===== src/ymr_pkg.sv =====
// Package: codes, types and defaults for the YModem packet receiver.
package ymr_pkg;

  localparam int SMALL_PAYLOAD_DEF  = 128;
  localparam int LARGE_PAYLOAD_DEF  = 1024;
  localparam int FRAME_OVERHEAD_DEF = 5;

  localparam int BYTE_W   = 8;
  localparam int IDX_W    = 11;
  localparam int STATUS_W = 3;
  localparam int CFG_IDX_W = 2;

  localparam logic [BYTE_W-1:0] CH_SOH   = 8'h01;
  localparam logic [BYTE_W-1:0] CH_STX   = 8'h02;
  localparam logic [BYTE_W-1:0] CH_EOT   = 8'h04;
  localparam logic [BYTE_W-1:0] CH_CA    = 8'h18;
  localparam logic [BYTE_W-1:0] INV_MASK = 8'hff;

  localparam logic [BYTE_W-1:0] ABORT_UPPER_RST = 8'd65;
  localparam logic [BYTE_W-1:0] ABORT_LOWER_RST = 8'd97;

  typedef enum logic [CFG_IDX_W-1:0] {
    CFG_ABORT_UPPER = 2'd0,
    CFG_ABORT_LOWER = 2'd1
  } cfg_reg_e;

  typedef enum logic [1:0] {
    PH_IDLE  = 2'd0,
    PH_CA    = 2'd1,
    PH_FRAME = 2'd2
  } phase_e;

  typedef enum logic [STATUS_W-1:0] {
    ST_BUSY   = 3'd0,
    ST_GOOD   = 3'd1,
    ST_EOT    = 3'd2,
    ST_CANCEL = 3'd3,
    ST_ABORT  = 3'd4,
    ST_ERROR  = 3'd5
  } status_e;

  typedef struct packed {
    status_e           status;
    logic              byte_valid;
    logic [BYTE_W-1:0] frame_byte;
    logic [IDX_W-1:0]  frame_index;
    logic [IDX_W-1:0]  packet_length;
    logic [BYTE_W-1:0] block_number;
  } result_t;

endpackage


===== src/ymodem_packet_receiver_top.sv =====
// Top level: YModem packet deframer with one result register.
// Latency: a result is presented in the cycle after its request is accepted.
// Throughput: one request per cycle; the next request is taken while the
// result register drains, stalled only when that register is full and held.
// Reset clears the deframer to idle, empties the result register and loads
// the abort characters with 'A' and 'a'.
module ymodem_packet_receiver_top
  import ymr_pkg::*;
#(
  parameter int SMALL_PAYLOAD  = SMALL_PAYLOAD_DEF,
  parameter int LARGE_PAYLOAD  = LARGE_PAYLOAD_DEF,
  parameter int FRAME_OVERHEAD = FRAME_OVERHEAD_DEF
) (
  input  logic                 clk_i,
  input  logic                 rst_ni,
  input  logic                 in_valid_i,
  output logic                 in_stall_o,
  input  logic                 req_type_i,
  input  logic [BYTE_W-1:0]    rx_byte_i,
  output logic                 out_valid_o,
  input  logic                 out_stall_i,
  output logic [STATUS_W-1:0]  status_o,
  output logic                 byte_valid_o,
  output logic [BYTE_W-1:0]    frame_byte_o,
  output logic [IDX_W-1:0]     frame_index_o,
  output logic [IDX_W-1:0]     packet_length_o,
  output logic [BYTE_W-1:0]    block_number_o,
  input  logic                 cfg_valid_i,
  output logic                 cfg_ready_o,
  input  logic [CFG_IDX_W-1:0] cfg_index_i,
  input  logic [BYTE_W-1:0]    cfg_data_i
);

  localparam int MAX_PAYLOAD = (SMALL_PAYLOAD > LARGE_PAYLOAD) ? SMALL_PAYLOAD : LARGE_PAYLOAD;
  localparam int CNT_W = $clog2(MAX_PAYLOAD + FRAME_OVERHEAD + 1);
  localparam logic [31:0] SMALL_W = SMALL_PAYLOAD;
  localparam logic [31:0] LARGE_W = LARGE_PAYLOAD;
  localparam logic [31:0] SMALL_TOT_W = SMALL_PAYLOAD + FRAME_OVERHEAD;
  localparam logic [31:0] LARGE_TOT_W = LARGE_PAYLOAD + FRAME_OVERHEAD;
  localparam logic [CNT_W-1:0] SMALL_TOTAL = SMALL_TOT_W[CNT_W-1:0];
  localparam logic [CNT_W-1:0] LARGE_TOTAL = LARGE_TOT_W[CNT_W-1:0];
  localparam logic [CNT_W-1:0] CNT_ONE = CNT_W'(1);
  localparam logic [CNT_W-1:0] CNT_TWO = CNT_W'(2);

  logic [BYTE_W-1:0] abort_upper_q, abort_lower_q;
  phase_e            phase_q, phase_d;
  logic [CNT_W-1:0]  cnt_q, cnt_d;
  logic              large_q, large_d;
  logic [BYTE_W-1:0] seq_q, seq_d;
  logic              seq_ok_q, seq_ok_d;
  logic              out_valid_q;
  result_t           res_q, res_d;

  logic              accept;
  logic              timeout;
  logic [CNT_W-1:0]  cnt_inc;
  logic              frame_done;
  logic [CNT_W+IDX_W-1:0] idx_ext;

  assign cfg_ready_o = 1'b1;
  assign in_stall_o  = out_valid_q & out_stall_i;
  assign accept      = in_valid_i & ~in_stall_o;
  assign timeout     = req_type_i;
  assign cnt_inc     = cnt_q + CNT_ONE;
  assign frame_done  = cnt_inc >= (large_q ? LARGE_TOTAL : SMALL_TOTAL);
  assign idx_ext     = {{IDX_W{1'b0}}, cnt_q};

  always_ff @(posedge clk_i or negedge rst_ni) begin
    if (!rst_ni) begin
      abort_upper_q <= ABORT_UPPER_RST;
      abort_lower_q <= ABORT_LOWER_RST;
    end else if (cfg_valid_i && cfg_ready_o) begin
      unique case (cfg_index_i)
        CFG_ABORT_UPPER: abort_upper_q <= cfg_data_i;
        CFG_ABORT_LOWER: abort_lower_q <= cfg_data_i;
        default: ;
      endcase
    end
  end

  // next state
  always_comb begin
    phase_d  = phase_q;
    cnt_d    = cnt_q;
    large_d  = large_q;
    seq_d    = seq_q;
    seq_ok_d = seq_ok_q;
    unique case (phase_q)
      PH_FRAME: begin
        if (timeout) begin
          phase_d = PH_IDLE;
          cnt_d   = '0;
        end else begin
          if (cnt_q == CNT_ONE) begin
            seq_d = rx_byte_i;
          end else if (cnt_q == CNT_TWO) begin
            seq_ok_d = seq_q == (rx_byte_i ^ INV_MASK);
          end
          if (frame_done) begin
            phase_d = PH_IDLE;
            cnt_d   = '0;
          end else begin
            cnt_d = cnt_inc;
          end
        end
      end
      PH_CA: phase_d = PH_IDLE;
      default: begin
        phase_d = PH_IDLE;
        if (!timeout) begin
          if (rx_byte_i == CH_SOH || rx_byte_i == CH_STX) begin
            phase_d  = PH_FRAME;
            large_d  = rx_byte_i == CH_STX;
            cnt_d    = CNT_ONE;
            seq_d    = '0;
            seq_ok_d = 1'b0;
          end else if (rx_byte_i == CH_CA) begin
            phase_d = PH_CA;
          end
        end
      end
    endcase
  end

  // result
  always_comb begin
    res_d = '{status: ST_ERROR, byte_valid: 1'b0, frame_byte: '0,
              frame_index: '0, packet_length: '0, block_number: '0};
    unique case (phase_q)
      PH_FRAME: begin
        if (!timeout) begin
          res_d.byte_valid  = 1'b1;
          res_d.frame_byte  = rx_byte_i;
          res_d.frame_index = idx_ext[IDX_W-1:0];
          if (!frame_done) begin
            res_d.status = ST_BUSY;
          end else if (seq_ok_q) begin
            res_d.status        = ST_GOOD;
            res_d.packet_length = large_q ? LARGE_W[IDX_W-1:0] : SMALL_W[IDX_W-1:0];
            res_d.block_number  = seq_q;
          end
        end
      end
      PH_CA: begin
        if (!timeout && rx_byte_i == CH_CA) begin
          res_d.status = ST_CANCEL;
        end
      end
      default: begin
        if (!timeout) begin
          priority if (rx_byte_i == CH_SOH || rx_byte_i == CH_STX) begin
            res_d.status     = ST_BUSY;
            res_d.byte_valid = 1'b1;
            res_d.frame_byte = rx_byte_i;
          end else if (rx_byte_i == CH_EOT) begin
            res_d.status = ST_EOT;
          end else if (rx_byte_i == CH_CA) begin
            res_d.status = ST_BUSY;
          end else if (rx_byte_i == abort_upper_q || rx_byte_i == abort_lower_q) begin
            res_d.status = ST_ABORT;
          end else begin
            res_d.status = ST_ERROR;
          end
        end
      end
    endcase
  end

  always_ff @(posedge clk_i or negedge rst_ni) begin
    if (!rst_ni) begin
      phase_q     <= PH_IDLE;
      cnt_q       <= '0;
      large_q     <= 1'b0;
      seq_q       <= '0;
      seq_ok_q    <= 1'b0;
      out_valid_q <= 1'b0;
    end else begin
      if (accept) begin
        phase_q  <= phase_d;
        cnt_q    <= cnt_d;
        large_q  <= large_d;
        seq_q    <= seq_d;
        seq_ok_q <= seq_ok_d;
      end
      if (accept) begin
        out_valid_q <= 1'b1;
      end else if (!out_stall_i) begin
        out_valid_q <= 1'b0;
      end
    end
  end

  always_ff @(posedge clk_i) begin
    if (accept) begin
      res_q <= res_d;
    end
  end

  assign out_valid_o     = out_valid_q;
  assign status_o        = res_q.status;
  assign byte_valid_o    = res_q.byte_valid;
  assign frame_byte_o    = res_q.frame_byte;
  assign frame_index_o   = res_q.frame_index;
  assign packet_length_o = res_q.packet_length;
  assign block_number_o  = res_q.block_number;

endmodule

===== config.mk =====
export PLATFORM = sky130hd
export DESIGN_NAME = ymodem_packet_receiver_top
export DESIGN_NICKNAME = d
export VERILOG_FILES = /design/src/ymr_pkg.sv /design/src/ymodem_packet_receiver_top.sv
export SDC_FILE = /design/constraint.sdc
export NUM_CORES = 1
export LEC_CHECK = 0
export BUFFER_PORTS_ARGS = -buffer_cell sky130_fd_sc_hd__buf_2
export CORE_MARGIN = 2
export CORE_UTILIZATION = 51
export CTS_BUF_LIST = sky130_fd_sc_hd__clkbuf_16
export CTS_CLUSTER_SIZE = 8
export DETAILED_ROUTE_END_ITERATION = 7
export HOLD_SLACK_MARGIN = 0.06
export PLACE_DENSITY = 0.82
export SLEW_MARGIN = 40
export SYNTH_ARGS = -nofsm -noshare
export SYNTH_HDL_FRONTEND = slang
export SYNTH_SLANG_ARGS = --single-unit

===== constraint.sdc =====
create_clock -name clk_i -period 3.07 [get_ports clk_i]
set_input_delay 0.4605 -clock clk_i [delete_from_list [all_inputs] [get_ports clk_i]]
set_output_delay 0.4605 -clock clk_i [all_outputs]
set_load 0.01 [all_outputs]

==> impl_results.md, run 1 <==
* Status: complete, no violations
* Avg Inst Size Synth at 11.03 um2
* CP Buf/Inv Count at 0
* CTS tree: built
* DR iter-0 viols at 189
* Area Growth Syn to Fin at 17.43%
* Die width at 91.74 um
* GRT Overall Usage at 19.47%
* Routed wire length at 7489 um
* Total number of vias at 2761
* Register area share after synthesis at 50.89%
* Largest cells by area after synthesis: edfxtp_1, dfrtp_1, mux2_2, xor2_1, and2_1
* Hpwl dp at 5532 um
* I/O Buffers at 58
* Global placer's final weighted congestion at 0.8880
* Clock Latency Late Sink at 0.33 ns
* Slew headroom at 58.28%
* Layout Nets at 450
* Yosys cell types at 57
* Synth top area share at 25.24%
* YS warnings at 0
* Lkg Pwr at 1.982 nW
* CP endpoint kind: flop
* Post-DRT Antenna Nets at 0
* CP arrival at 2.96 ns
* Die area at 8416 um2
* Peak Freq at 348.7 MHz
* Clock sink count at 73
* Hold Buf Count CTS at 0
* Fin crit share at 93.42%
* Maxcap violations at 0
* Initial Util at 53.28%
* H-tree Lvls at 3
* Final setup viols at 0
* Vias per inst at 5.289
* P per Cell Area at 524.4 nW/um2
* Post-synth EDFFs at 33
* Ys flop type: dfrtp_1
* Clock slew at reported path FFs at 0.06 ns
* Max Root-Sink Buffers at 2
* Clock root buffer: clkbuf_16
* Number of global-route vias before repair at 2734
* Kind of critical path: reg -> reg
* Fillers at 602
* Synth area leader: edfxtp_1
* Max rail drop VDD at 0.0003095 V
* Final min period at 2.868 ns
* # diodes at 0
* Final Hold Fails at 0
* Final std cells w/o fill at 522
* Initial antenna violation count at 0
* Tightest Hold Check Type: in -> async
* RSZ-0062 raised after global routing: no
* GRT overflow at 0
* Pin count of the biggest net entering global routing at 41
* Final Skew at 0.008607 ns
* First-pass GRT wire length at 12980 um
* Peak fanout along the critical path at 10
* FFs w/ async S/R, synth at 54.79%
* Die height at 91.74 um
* Post-Syn Area at 3926 um2
* Startpoint types: flop
* Row count at 31
* WL per Instance at 14.35 um
* IO Pins at 69
* Post-synthesis register bit count at 73
* Core Region at 7370 um2
* TritonRoute pass-1 iters at 5
* Cells after Synth at 356
* CP max-delay cell: dfrtp_1
* Final slew viol count at 0
* Dpl cells at 505
* Post-route DRC at 0
* Synth top cells by count: dfrtp_1, nand2_1, edfxtp_1, and2_1, xor2_1
* Cts bufs inserted at 9
* Most instantiated library cell after synthesis: dfrtp_1
* Max stage delay on crit path at 0.43 ns
* CP Data Required Time at 3.16 ns
* Tightest Pin Transition at 0.6257 ns
* Critical path's top delay family: simple AND/OR/NAND/NOR gates
* Setup TNS Final at 0 ns
* Layout cells sized above 1 at 29.79%
* Cell Chain, Critical Path: ha_1, and4_1, and2_1, and3_1, xor2_1, ha_1, a21o_1, o41ai_4, o21ai_1, and3_2, and2_1
per-layer routing:
metal / up-vias / GRT usage [%] / wire [um]
met5: - / 0 / 0
met4: 0 / 7.214 / 119
met3: 12 / 4.026 / 390
met2: 83 / 30.21 / 3460
met1: 1292 / 27.12 / 3519
li1: 1374 / - / -
area by class of cell:
type / count / area [um2] / area share, %
flip-flops and latches: 73 / 1999 / 43.37
repair buffers: 71 / 390.4 / 8.467
clock inverters: 7 / 77.57 / 1.682
clock buffers: 9 / 225.2 / 4.885
well taps: 99 / 123.9 / 2.687
multi-input cells: 254 / 1760 / 38.18
inverters: 9 / 33.78 / 0.7327
placed cells by master, fill, tap and decap left out, types with 7 or more instances in the layout:
| master | instances |
|---|---|
| ha_1 | 8 |
| and2_1 | 27 |
| nor3_1 | 12 |
| mux2_2 | 18 |
| clkbuf_16 | 9 |
| dfrtp_1 | 34 |
| nor2_1 | 12 |
| buf_2 | 57 |
| edfxtp_1 | 33 |
| conb_1 | 10 |
| nor4_1 | 9 |
| xor2_1 | 21 |
| nand2_1 | 34 |
| buf_4 | 14 |
| inv_1 | 9 |
| a21oi_1 | 10 |
| xnor2_1 | 7 |
| o21ai_0 | 19 |
cell families after synthesis:
family | synth area share (%)
xor gates and xnor gates | 6.246
adders and majority gates | 2.549
muxes | 5.417
and+or+nand+nor | 18.77
buffers and inverters | 5.067
other | 0.1913
DFF | 50.89
AOI/OAI and AO/OA | 10.87
final timing paths:
path                                 startpoint                               to  slack (ns)  cells after the start
max in group asynchronous                rst_ni             cnt_q[5]$_DFFE_PN0P_        2.59                      1
hold reg to reg            seq_ok_q$_DFFE_PN0P_             seq_ok_q$_DFFE_PN0P_        0.52                      2
setup / recovery           cnt_q[0]$_DFFE_PN0P_  block_number_o[2]$_SDFFCE_PP0P_        0.20                     11
setup reg to reg           cnt_q[0]$_DFFE_PN0P_  block_number_o[2]$_SDFFCE_PP0P_        0.20                     11
min in group clk_i                   in_valid_i          out_valid_o$_DFFE_PN0P_        0.34                      2
hold / removal                           rst_ni     abort_lower_q[7]$_DFFE_PN0P_        0.10                      1
flip-flops by register name, summed over array words and instances, names as in the netlist, 3 cells and up:
signal,flops
cnt_q,11
frame_index_o,11
abort_lower_q,8
abort_upper_q,8
block_number_o,8
frame_byte_o,8
seq_q,8
status_o,3
power breakdown:
| part | switching [mW] | internal [mW] |
|---|---|---|
| combinational | 0.129 | 0.106 |
| sequential | 0.0353 | 1.09 |
| clock | 0.415 | 0.638 |
| total | 0.579 | 1.84 |
per-stage QoR:
stage          utilization, %  area, um2  hold slack, ns  total power [mW]  setup WS [ns]
6_report                62.56       4611          0.1010             2.418         0.2021
3_3_place_gp            58.29       4295          0.4866             1.377         0.1911
5_1_grt                 62.56       4611          0.1342             2.507      0.0004126
4_1_cts                 62.43       4601          0.1149             2.437        0.09491
2_1_floorplan               -       3956          0.1649             1.314         0.1460
3_5_place_dp            58.32       4298          0.4711             1.385         0.1096
repair_timing:
item / in CTS / in global routing
buffers inserted: 0 / 1
endpoints found under the setup margin: 0 / 16
gates resized for setup: 0 / 2
worst reg2reg max path, stage by stage, from the launching register on:
cell and delay [ns]:
dfrtp_1 0.43, ha_1 0.23, and4_1 0.20, and2_1 0.19, and3_1 0.21, xor2_1 0.16, ha_1 0.34, a21o_1 0.20
o41ai_4 0.08, o21ai_1 0.15, and3_2 0.28, and2_1 0.17
Power figures use the tool's default switching activity.
==> inputs of run 2 (changes only) <==
--- a/config.mk
+++ b/config.mk
@@ -8,7 +8,7 @@
 export BUFFER_PORTS_ARGS = -buffer_cell sky130_fd_sc_hd__buf_2
 export CORE_MARGIN = 2
 export CORE_UTILIZATION = 51
-export CTS_BUF_LIST = sky130_fd_sc_hd__clkbuf_16
+export CTS_BUF_LIST = sky130_fd_sc_hd__clkbuf_4 sky130_fd_sc_hd__clkbuf_8 sky130_fd_sc_hd__clkbuf_16
 export CTS_CLUSTER_SIZE = 8
 export DETAILED_ROUTE_END_ITERATION = 7
 export HOLD_SLACK_MARGIN = 0.06
==> run 2 against run 1 <==
  * Via count decreased by 0.33%
  * Setup slack got worse by 0.0079 ns
  * Final area decreased by 2.4%
  * Routed wire length increased by 0.59%
  * Largest cell class unchanged
  * Critical path type unchanged
  * Total power decreased by 12%
==> impl_results.md, run 2 (same netlist as run 1, synthesis figures left out) <==
* CP arrival at 3.13 ns (+0.17 ns)
* FF-to-FF End: cnt_q[9]$_DFFE_PN0P_
* Initial Util at 53.28% (unchanged)
* Max stage delay on crit path at 0.44 ns (about the same)
* Maxcap violations at 0 (unchanged)
* Peak fanout along the critical path at 9 (-1)
* Routed wire length at 7533 um (+0.59%)
* Peak Freq at 347.7 MHz (-0.28%)
* Commonest non-fill, non-tap cell in the layout: buf_2
* DR iter-0 viols at 193 (+2.1%)
* Most frequent cells in the layout: buf_2, nand2_1, dfrtp_1, edfxtp_1, and2_1
* Core Region at 7370 um2 (unchanged)
* Kind of critical path: reg -> reg
* Layout Nets at 449 (-0.22%)
* Post-CTS Setup Bufs at 0 (unchanged)
* Die area at 8416 um2 (unchanged)
* CTS tree: built
* Crit-path most repeated cell: ha_1
* Layout cells sized above 1 at 29.62% (-0.17 points)
* CP Buf/Inv Count at 0 (unchanged)
* Total number of vias at 2752 (-0.33%)
* Critical R2R Launch: cnt_q[0]$_DFFE_PN0P_
* Startpoint types: flop
* Final Hold Fails at 0 (unchanged)
* Fillers at 613 (+1.8%)
* # diodes at 0 (unchanged)
* Critical path's top delay family: simple AND/OR/NAND/NOR gates
* CP max-delay cell: dfrtp_2
* Slew headroom at 57.63% (-0.66 points)
* Final Skew at 0.01125 ns (+0.002640 ns)
* Final setup viols at 0 (unchanged)
* Row count at 31 (unchanged)
* Reg2reg setup slack at 0.19 ns (about the same)
* Final core utilization at 61.09% (-1.5 points)
* Cts bufs inserted at 9 (unchanged)
* RSZ-0062 raised after global routing: no
* P per Cell Area at 472.7 nW/um2 (-9.9%)
* GRT overflow at 0 (unchanged)
* Status: complete, no violations
* Final min period at 2.876 ns (+0.007908 ns)
* Pin count of the biggest net entering global routing at 41 (unchanged)
* Vias per inst at 5.282 (-0.13%)
* H-tree Lvls at 3 (unchanged)
* Tightest Hold Check Type: in -> async
* Final slew viol count at 0 (unchanged)
* Die width at 91.74 um (unchanged)
* Hpwl dp at 5532 um (unchanged)
* Max Root-Sink Buffers at 2 (unchanged)
* Max rail drop VDD at 0.0002549 V (-18%)
* Post-DRT Antenna Nets at 0 (unchanged)
* Clock sink count at 73 (unchanged)
* Tightest Pin Transition at 0.6356 ns (+0.009831 ns)
* Clock Latency Late Sink at 0.35 ns (+0.02 ns)
* FF-to-FF path depth at 11 (unchanged)
* GRT Overall Usage at 19.29% (-0.18 points)
* First-pass GRT wire length at 12940 um (-0.32%)
* Global placer's final weighted congestion at 0.8880 (unchanged)
* Setup TNS Final at 0 ns (unchanged)
* I/O Buffers at 58 (unchanged)
* Post-route DRC at 0 (unchanged)
* Cell Chain, Critical Path: ha_1, and4_1, and2_1, and3_1, xor2_1, ha_1, a21o_1, o41ai_4, o211ai_4, or2_1, o31ai_2
* Clock slew at reported path FFs at 0.08 ns (+0.02 ns)
* CP endpoint kind: flop
* CP Data Required Time at 3.32 ns (+0.16 ns)
* WL per Instance at 14.46 um (+0.78%)
* Fin crit share at 93.68% (+0.26 points)
* Lkg Pwr at 1.930 nW (-2.6%)
* Clock root buffer: clkbuf_8
* Die height at 91.74 um (unchanged)
* TritonRoute pass-1 iters at 4 (-1)
* IO Pins at 69 (unchanged)
* Initial antenna violation count at 0 (unchanged)
* Area Growth Syn to Fin at 14.66%
* Number of global-route vias before repair at 2757 (+0.84%)
-- run 2: cell types whose count changed in the layout (fill, tap and decap cells not counted), sizes merged --
cell,previous run,this run
buf,71,70
-- run 2: how the worst max path moves through the flow --
stage               depth (start not counted)                  from                               to  slack, ns
floorplan                                  11  cnt_q[0]$_DFFE_PN0P_  block_number_o[0]$_SDFFCE_PP0P_       0.15
global placement                           11  cnt_q[0]$_DFFE_PN0P_            status_o[0]$_DFFE_PP_       0.19
detailed placement                         10  cnt_q[0]$_DFFE_PN0P_  block_number_o[2]$_SDFFCE_PP0P_       0.11
CTS                                        10  cnt_q[0]$_DFFE_PN0P_             cnt_q[3]$_DFFE_PN0P_       0.08
global route                               11  cnt_q[1]$_DFFE_PN0P_  block_number_o[2]$_SDFFCE_PP0P_       0.02
finish                                     11  cnt_q[0]$_DFFE_PN0P_             cnt_q[9]$_DFFE_PN0P_       0.19
-- run 2: what timing repair did --
| item | in CTS | in global routing |
|---|---|---|
| resized for setup | 0 | 2 |
| setup endpoints to repair | 0 | 17 |
| hold buffers | 0 | 0 |
-- run 2: power breakdown --
group,internal [mW],switching (mW),leakage (nW)
logic,0.106,0.129,1.00
registers,1.09,0.0352,0.824
clock network,0.385,0.380,0.106
-- run 2: stage by stage --
| stage | total power, mW | hold WS (ns) | cells | worst slack (ns) | area, um2 |
|---|---|---|---|---|---|
| floorplan | 1.314 | 0.1649 | 364 | 0.1460 | 3956 |
| global placement | 1.377 | 0.4866 | 505 | 0.1911 | 4295 |
| detailed placement | 1.385 | 0.4711 | 505 | 0.1096 | 4298 |
| CTS | 2.151 | 0.08327 | 521 | 0.08158 | 4499 |
| global route | 2.215 | 0.1047 | 521 | 0.02311 | 4502 |
| finish | 2.128 | 0.07521 | 521 | 0.1942 | 4502 |
-- run 2: worst register-to-register path, cell delays in order, from the launching register on --
cell and delay, ns:
dfrtp_2 0.44, ha_1 0.22, and4_1 0.20, and2_1 0.19
and3_1 0.21, xor2_1 0.16, ha_1 0.34, a21o_1 0.20
o41ai_4 0.08, o211ai_4 0.21, or2_1 0.31, o31ai_2 0.24
-- run 2: area by class of cell --
| cell class | instances | area (um2) | area share [%] |
|---|---|---|---|
| clock buffers | 9 | 123.9 | 2.752 |
| clock inverters | 7 | 77.57 | 1.723 |
| inverters | 9 | 33.78 | 0.7504 |
| multi-input cells | 254 | 1759 | 39.08 |
| flip-flops and latches | 73 | 2001 | 44.44 |
| well taps | 99 | 123.9 | 2.752 |
| repair buffers | 70 | 382.9 | 8.505 |
-- run 2: layer usage --
layer | track usage [%] | share of wire (%) | vias up
met5 | 0 | 0 | -
met4 | 6.841 | 1.2 | 0
met3 | 4.026 | 5.1 | 8
met2 | 30.15 | 46 | 83
met1 | 26.80 | 47 | 1296
li1 | - | - | 1365
